[config.mk]
export PLATFORM = sky130hd
export DESIGN_NAME = xxh_control
export DESIGN_NICKNAME = d
export VERILOG_FILES = /design/src/rtl/xxh_pkg.sv /design/src/rtl/xxh_control.sv
export SDC_FILE = /design/constraint.sdc
export NUM_CORES = 1
export LEC_CHECK = 0
export ABC_AREA = 1
export ABC_CLOCK_PERIOD_IN_PS = 1800
export BUFFER_PORTS_ARGS = -buffer_cell sky130_fd_sc_hd__buf_4
export CORE_MARGIN = 10
export CORE_UTILIZATION = 58
export CTS_BUF_LIST = sky130_fd_sc_hd__clkbuf_2 sky130_fd_sc_hd__clkbuf_4 sky130_fd_sc_hd__clkbuf_8
export CTS_CLUSTER_DIAMETER = 50
export DETAILED_ROUTE_END_ITERATION = 8
export GPL_ROUTABILITY_DRIVEN = 0
export GPL_TIMING_DRIVEN = 0
export PLACE_DENSITY = 0.83
export SKIP_CTS_REPAIR_TIMING = 1
export SYNTH_ARGS = -nofsm -noshare
export SYNTH_HDL_FRONTEND = slang
export SYNTH_SLANG_ARGS = --single-unit
export TNS_END_PERCENT = 10
[constraint.sdc]
create_clock -name clock -period 1.8 [get_ports clock]
set_input_delay 0.18 -clock clock [delete_from_list [all_inputs] [get_ports clock]]
set_output_delay 0.18 -clock clock [all_outputs]
set_load 0.01 [all_outputs]
[src/rtl/xxh_pkg.sv]
// Package for the streaming 64-bit hash block: primes, widths and the
// controller-to-datapath command type. No dependencies.
package xxh_pkg;
   localparam int LENGTH_BITS = 64;
   localparam logic [63:0] PR1 = 64'd14029467366897019727;
   localparam logic [63:0] PR2 = 64'd11400714785074694791;
   localparam logic [63:0] PR3 = 64'd9650029242287828579;
   localparam logic [63:0] PR4 = 64'd1609587929392839161;
   localparam logic [63:0] PR5 = 64'd2870177450012600261;

   // Multiplier operand selects.
   typedef enum logic [2:0] {
      MA_WORD = 3'd0, MA_ACC = 3'd1, MA_H = 3'd2, MA_T = 3'd3, MA_LOW = 3'd4,
      MA_BYTE = 3'd5
   } mula_type;

   typedef enum logic [3:0] {
      OP_NONE = 4'd0, OP_LOAD = 4'd1, OP_RND1 = 4'd2, OP_RND2 = 4'd3,
      OP_MSUM = 4'd4, OP_MRG1 = 4'd5, OP_MRG2 = 4'd6, OP_MRG3 = 4'd7,
      OP_LEN = 4'd8, OP_F8_3 = 4'd9, OP_F4_1 = 4'd10, OP_F4_2 = 4'd11,
      OP_F1_1 = 4'd12, OP_F1_2 = 4'd13, OP_AV1 = 4'd14, OP_AV2 = 4'd15
   } op_type;

   typedef struct packed {
      op_type     op;
      logic [1:0] lane;   // lane or buffer index
      logic [2:0] pos;    // byte position in the last word
      logic       src_w;  // 8-byte fold takes the held word, not a buffer entry
      logic       src_l;  // multiplier takes the lane accumulator
      logic       clear;  // return lanes, fill, seen flag and length to reset values
      logic       emit;   // move the finished hash into the output register
   } cmd_type;

   typedef struct packed {
      logic [1:0] fill;
      logic       seen;
      logic [3:0] count;
   } stat_type;
endpackage

[src/rtl/xxh_control.sv]
// Controller: sequences lane rounds and the finishing steps over the datapath.
// Depends on xxh_pkg.
module xxh_control (
   input  logic              clock,
   input  logic              reset,
   input  logic              req_valid,
   output logic              req_ready,
   input  logic              req_last,
   output logic              rsp_valid,
   input  logic              rsp_ready,
   input  xxh_pkg::stat_type stat,
   output xxh_pkg::cmd_type  cmd,
   output logic              take
);
   import xxh_pkg::*;

   typedef enum logic [6:0] {
      S_IDLE = 7'b0000001, S_DEC = 7'b0000010, S_RND = 7'b0000100,
      S_MRG = 7'b0001000, S_TAIL = 7'b0010000, S_AV = 7'b0100000,
      S_OUT = 7'b1000000
   } state_type;

   state_type   state_ff, state_in;
   logic [1:0]  idx_ff, idx_in;
   logic [2:0]  ph_ff, ph_in;
   logic [2:0]  pos_ff, pos_in;
   logic        last_ff, last_in;
   logic        w4_ff, w4_in;
   logic        rsp_valid_ff, rsp_valid_in;

   assign req_ready = (state_ff == S_IDLE);
   assign take = req_valid && req_ready;
   assign rsp_valid = rsp_valid_ff;

   always_comb begin
      state_in = state_ff;
      idx_in = idx_ff;
      ph_in = ph_ff;
      pos_in = pos_ff;
      last_in = last_ff;
      w4_in = w4_ff;
      rsp_valid_in = rsp_valid_ff && !rsp_ready;
      cmd = '{op: OP_NONE, lane: idx_ff, pos: pos_ff, src_w: 1'b0, src_l: 1'b0,
              clear: 1'b0, emit: 1'b0};
      unique case (state_ff)
         S_IDLE: if (take) begin
            last_in = req_last;
            state_in = S_DEC;
         end
         S_DEC: begin
            idx_in = 2'd0;
            ph_in = 3'd0;
            if (stat.count == 4'd8 && stat.fill == 2'd3) state_in = S_RND;
            else if (!last_ff) begin
               if (stat.count == 4'd8) cmd.op = OP_LOAD;
               state_in = S_IDLE;
            end else state_in = S_MRG;
         end
         S_RND: begin
            cmd.op = ph_ff[0] ? OP_RND2 : OP_RND1;
            cmd.lane = idx_ff;
            if (ph_ff[0] == 1'b0) begin
               ph_in = 3'd1;
            end else if (ph_ff[1] == 1'b0) begin
               ph_in = 3'd0;
               idx_in = idx_ff + 2'd1;
               if (idx_ff == 2'd3) begin
                  state_in = last_ff ? S_MRG : S_IDLE;
                  idx_in = 2'd0;
               end
            end
         end
         S_MRG: begin
            if (!stat.seen) begin
               cmd.op = OP_LEN;
               state_in = S_TAIL;
               ph_in = 3'd0;
               idx_in = 2'd0;
            end else if (ph_ff == 3'd0) begin
               cmd.op = OP_MSUM;
               ph_in = 3'd1;
            end else begin
               cmd.lane = idx_ff;
               cmd.src_w = 1'b0;
               unique case (ph_ff)
                  3'd1: cmd.op = OP_NONE;
                  default: cmd.op = OP_NONE;
               endcase
               // merge uses mix_round(0, lane): lane*P1, rotate, *P2.
               unique case (ph_ff)
                  3'd1: begin
                     cmd.op = OP_MRG1;
                     cmd.src_l = 1'b1;
                     ph_in = 3'd2;
                  end
                  3'd2: begin
                     cmd.op = OP_MRG2;
                     ph_in = 3'd3;
                  end
                  3'd3: begin
                     cmd.op = OP_MRG3;
                     ph_in = 3'd1;
                     idx_in = idx_ff + 2'd1;
                     if (idx_ff == 2'd3) begin
                        ph_in = 3'd4;
                        idx_in = 2'd0;
                     end
                  end
                  default: begin
                     cmd.op = OP_LEN;
                     ph_in = 3'd0;
                     state_in = S_TAIL;
                  end
               endcase
            end
            w4_in = 1'b0;
            pos_in = 3'd0;
         end
         S_TAIL: begin
            cmd.lane = idx_ff;
            cmd.pos = pos_ff;
            if ({1'b0, idx_ff} < {1'b0, stat.fill} ||
                (stat.count == 4'd8 && idx_ff == stat.fill)) begin
               // fold_word8: MRG1 (w*P1 rot31), MRG2 (*P2 xor), F8_3.
               cmd.src_w = (idx_ff == stat.fill);
               unique case (ph_ff)
                  3'd0: begin
                     cmd.op = OP_MRG1;
                     ph_in = 3'd1;
                  end
                  3'd1: begin
                     cmd.op = OP_MRG2;
                     ph_in = 3'd2;
                  end
                  default: begin
                     cmd.op = OP_F8_3;
                     ph_in = 3'd0;
                     idx_in = idx_ff + 2'd1;
                     if (idx_ff == stat.fill) state_in = S_AV;
                  end
               endcase
            end else if (stat.count == 4'd8 || stat.count < 4'd4 || w4_ff) begin
               if ({1'b0, pos_ff} < stat.count && stat.count != 4'd8) begin
                  cmd.op = ph_ff[0] ? OP_F1_2 : OP_F1_1;
                  ph_in = {2'b00, ~ph_ff[0]};
                  if (ph_ff[0]) pos_in = pos_ff + 3'd1;
               end else begin
                  state_in = S_AV;
                  ph_in = 3'd0;
               end
            end else begin
               cmd.op = ph_ff[0] ? OP_F4_2 : OP_F4_1;
               ph_in = {2'b00, ~ph_ff[0]};
               if (ph_ff[0]) begin
                  w4_in = 1'b1;
                  pos_in = 3'd4;
               end
            end
         end
         S_AV: begin
            cmd.op = ph_ff[0] ? OP_AV2 : OP_AV1;
            ph_in = {2'b00, ~ph_ff[0]};
            if (ph_ff[0]) begin
               cmd.clear = 1'b1;
               state_in = S_OUT;
            end
         end
         S_OUT: if (!rsp_valid_ff || rsp_ready) begin
            cmd.emit = 1'b1;
            rsp_valid_in = 1'b1;
            state_in = S_IDLE;
         end
         default: state_in = S_IDLE;
      endcase
   end

   always_ff @(posedge clock) begin
      if (reset) begin
         state_ff <= S_IDLE;
         idx_ff <= 2'd0;
         ph_ff <= 3'd0;
         pos_ff <= 3'd0;
         last_ff <= 1'b0;
         w4_ff <= 1'b0;
         rsp_valid_ff <= 1'b0;
      end else begin
         state_ff <= state_in;
         idx_ff <= idx_in;
         ph_ff <= ph_in;
         pos_ff <= pos_in;
         last_ff <= last_in;
         w4_ff <= w4_in;
         rsp_valid_ff <= rsp_valid_in;
      end
   end
endmodule
# == Word-level counts from Yosys, hierarchy flattened ==
# Cells that the tools add are included.
# totals
regBits,18
latch_bits,0
ramBits,0
romBits,0
input_bits,12
out_inout_bits,16
wordCells,148
memories,0
# op_classes
n_addsub,2
n_mul,0
n_div,0
order_cmp,3
eq_ne,37
n_shift,0
n_mux,74
bitwise,1
reduce_logical,23
# ops
op,count
$mux 7,15
$pmux 7 s7,1
$mux 3,12
$ne 3x3->1 const B,10
$mux 4,6
$mux 1,22
$ne 2x2->1 const B,10
$pmux 4 s5,1
$mux 2,8
$pmux 3 s5,1
$pmux 4 s3,1
$reduce_and 12->1,1
$pmux 3 s3,1
$pmux 2 s4,1
$pmux 4 s2,1
$eq 7x1->1 const B,1
$eq 7x2->1 const B,1
$eq 7x3->1 const B,1
$eq 7x4->1 const B,1
$eq 7x5->1 const B,1
$eq 7x6->1 const B,1
$eq 7x7->1 const B,1
$reduce_and 7->1,1
$eq 3x2->1 const B,2
28 further kinds,39

# == Logic depth before layout (Yosys ltp) ==
# logic_depth
ltp_word,6
ltp_mapped,14
ltp_nobuf,14

# == Least setup slack after synthesis ==
# OpenSTA, ideal clock, no wires.
# synth_path
kind,register to output
start,register idx_ff[0]
end,output port cmd[12] (netlist bit)
arrival_ns,1.712
required_time_ns,1.620
path_slack_ns,-0.092
path_stages_with_launch,12
path_buffers,0
cell_sequence,dfxtp_1 -> inv_1 -> ha_1 -> nand2_1 -> inv_1 -> nand3_1 -> nand2_2 -> inv_1 -> nand2_1 -> nand2_2 -> nand3_4 -> o21ai_0
# synth_rtl
element,line_no,text
"start, declared",xxh_control.sv:24,"logic [1:0] idx_ff, idx_in;"
"start signal, assigned",xxh_control.sv:188,idx_ff <= idx_in;
"end, declared",xxh_control.sv:12,"output xxh_pkg::cmd_type cmd,"

==> run summary <==
The flow ran to the end, but the final reports show violations. The final reports fail on setup timing. The per-cell routed wire length was 14.54 um. STA classifies the critical path endpoint as a primary output. The clock network fraction of design power was 10.2%; the number of antenna violations at the first check in global routing was 0. For this design the total switching power over the nets is 1019 uW.

The TritonCTS buffer count was 3. The detailed-route wire length came out at 4610 um. For the worst-case register-to-register setup slack, the log shows 40 ps.

TritonCTS built the clock tree. Static power due to leakage: 0.0009983 uW. Post-route cell area: 2008 sq um.

Summing every instance area after synthesis gives 1538 sq um. The fraction of layout instances using a drive strength above 1 works out to 33.45%. Startpoint of the most critical hold path: reset.

Once detailed placement completed, the half-perimeter wirelength came to 3142 um. The per-instance average area after synthesis is 6.151 sq um, and the sequential fraction of the synthesis area is 23.43%. Counting instances, the worst hold path has a depth of 2. Counting I/O delays and the setup requirement, the final critical path takes 2221 ps. The critical path in this run is classified as flip-flop to primary output. Once placement finished, the instance area stood at 1778 sq um.

The path with the worst hold slack has its endpoint at rsp_valid. The remaining design rule violation count is 0. Of the total power, registers draw 26.7%.

At the pin with the least slew margin, the transition time is 292.1 ps. Kind of start point of the critical path: a flip-flop. At the worst endpoint, the required time is 1620 ps. The class of the most critical hold timing path was input port to flip-flop. Cells fill 80.33% of the core in the end. Most common library cell in the layout ignoring fill and taps: sky130_fd_sc_hd__nand2_1.

The detail route stage leaves a number of antenna-violating nets equal to 0. In this run the horizontal extent of the chip is 71.49 um. The ratio of total power to cell area is 1067 nW/um^2, and the total count of hold-check failures in the final report is 0. Count of filler cells inserted in the layout: 184. Input and output buffers added on the ports amount to 27. For this block, the initial DRC count from the detailed router was 157. In this run the critical register-to-register path is launched from idx_ff[0]. The critical-path maximum fanout is 5. After detailed routing, the number of vias per cell comes to 5.644.

Number of H-tree branching levels: 1. The number of search-and-repair iterations in the first detailed-routing pass came out at 4. The cell chosen for the clock root was sky130_fd_sc_hd__clkbuf_4. The tools report the count of different cell masters after synthesis as 31.

Adding up every negative setup slack in the final design gives -1466 ps. The logs give 268 for the post-synth net total and 250 for the post-synthesis cell count. The number of global-route vias before repair came out at 1497. The tools report the number of max-slew violations in the final report as 0. The worst clock skew on the final layout is 11.46 ps, and the minimum hold slack is 88.13 ps. Overall power consumption after layout is estimated at 2144 uW. In the final layout, flip-flops and latches occupy 362.8 sq um. For the standard-cell row count, the log shows 18. From bottom edge to top edge, the die measures 71.49 um.

Dividing the final minimum period by the clock period gives 123.4%. Clock-pin slew was measured on the worst setup and hold paths at 110 ps. The tools report the combinational share of power as 63.1%.

The library cells used most frequently in the layout, excluding fill and tap cells, are sky130_fd_sc_hd__nand2_1, sky130_fd_sc_hd__inv_1, sky130_fd_sc_hd__nor2_1, sky130_fd_sc_hd__buf_4. The total congestion overflow after global routing is 0, and the count of cells along the worst register-to-register path is 14. The first global-routing pass estimated 6555 um of wire.

The die covers 5111 sq um. Based on the critical path, the design can be clocked at up to 450.3 MHz. The endpoint identified for the worst register-to-register timing path is pos_ff[2]. Worst path setup slack after routing: -420.9 ps.

The layout overhead on the synthesized area works out to 30.59%. The share of total power consumed by net switching was 47.56%; the number of nets at the end of the flow was 307. At the later pin of the worst-skew pair, clock insertion delay measures 320 ps.

The run gives 61.51% as the starting utilization of the core area. The multi-input combinational cells in the finished layout cover a total of 1134 sq um. Area of the core: 2500 sq um. Setup repair after global routing could not meet its margin everywhere. The run gives 28 as the number of top-level pins.

Counting every sink on the clock net gives 18. Global routing consumed, over all layers together, 15.26% of the routing resources. Setup violations remaining at the end of the flow were counted as 6.

Cell internal power was estimated by the tool at 1124 uW. The register bit count reported by yosys was 18. Detailed routing inserted a total of 1789 vias. For the headroom to the max-slew limit, the log shows 80.51%.

The run gives 0.9594 mV as the largest voltage drop on the vdd net. Entering global routing, the biggest net connects 11 pins. Across the run, the number of max-cap violations was 0. The count of synthesis-stage warnings from yosys is 0. The endpoint arrival time on the critical path came out at 2040 ps. The number of antenna diodes came out at 0. For the number of buffers on the longest clock path, the log shows 2.
power by group through the flow:
stage / clock, uW / combinational, uW / sequential (uW)
final: 219 / 1350 / 572
after global routing: 232 / 1490 / 584
after CTS: 214 / 998 / 562
after detailed placement: 0 / 994 / 571
after global placement: 0 / 981 / 568
after floorplan: 0 / 728 / 566
sequential cells by signal, indices dropped and copies added, names as in the netlist:
signal / cells
idx_ff: 2
w4_ff: 1
last_ff: 1
rsp_valid: 1
pos_ff: 3
state_ff: 7
ph_ff: 3
worst max-delay path, cell delays in order (launching register included):
cell                      delay [ps]
sky130_fd_sc_hd__dfxtp_2         380
sky130_fd_sc_hd__inv_2            60
sky130_fd_sc_hd__ha_4            240
sky130_fd_sc_hd__nand2_4          70
sky130_fd_sc_hd__inv_2            40
sky130_fd_sc_hd__nand3_4          80
sky130_fd_sc_hd__nand2_4          90
sky130_fd_sc_hd__buf_6           140
sky130_fd_sc_hd__nor2_1          130
sky130_fd_sc_hd__nand2_1          90
sky130_fd_sc_hd__nand2_1          60
sky130_fd_sc_hd__o21ai_0         100
sky130_fd_sc_hd__nand3_1         120
sky130_fd_sc_hd__buf_4           140
how the worst max path moves through the flow:
| stage | from | end | slack (ps) | depth (start not counted) |
|---|---|---|---|---|
| after floorplan | idx_ff[0] | cmd[12] | -10 | 11 |
| after global placement | idx_ff[0] | cmd[12] | -230 | 12 |
| after detailed placement | idx_ff[0] | cmd[12] | -240 | 12 |
| after CTS | idx_ff[0] | cmd[12] | -590 | 12 |
| after global routing | idx_ff[0] | cmd[11] | -510 | 13 |
| final | idx_ff[0] | cmd[11] | -420 | 13 |
routing by layer:
metal,up-vias,wire length (um),global-route usage (%)
met2,93,2161,24.31
li1,878,-,-
met1,804,1922,19.67
met3,14,414,4.270
met5,-,0,0
met4,0,112,3.871
cells in the mapped netlist, drive strengths merged:
library cell  instances  area, sq um
o21ai                10        53.80
nand4                 2        12.51
dfxtp                18        360.4
nand3                29        177.7
a31oi                 1        6.260
xnor2                 1        8.760
o31ai                 1        7.510
o21bai                1        11.26
nor3                  5        25.02
o2111ai               1        8.760
a21oi                22        113.9
a21boi                1        7.510
nand2                56        235.2
inv                  45        171.4
o22ai                 1        6.260
buf                   1        7.510
nor2                 48        236.5
nor4                  1        12.51
ha                    6        75.07
layout make-up:
cell class | instances | area share, %
inverter | 45 | 8.660
tap | 30 | 1.869
clock buffer | 3 | 1.121
timing repair buffer | 34 | 13.46
buffer | 1 | 0.3738
sequential | 18 | 18.07
multi-input combinational | 186 | 56.45
kinds of logic (layout without fill, tap and decap cells):
| group | Yosys count | count (layout) | share of synthesized area (%) |
|---|---|---|---|
| simple gates | 141 | 141 | 45.48 |
| buf+inv | 46 | 83 | 11.64 |
| compound gates | 38 | 38 | 14.00 |
| flops | 18 | 18 | 23.43 |
| fa+ha+maj | 6 | 6 | 4.882 |
| xor+xnor | 1 | 1 | 0.5697 |
metrics by stage:
step	std cells	worst slack, ps
detailed placement	307	-243.1
CTS	310	-588.9
finish	317	-420.9
global placement	307	-229.3
floorplan	250	-11.31
global route	317	-514.6
No activity file was read; power rests on OpenSTA's default activity.
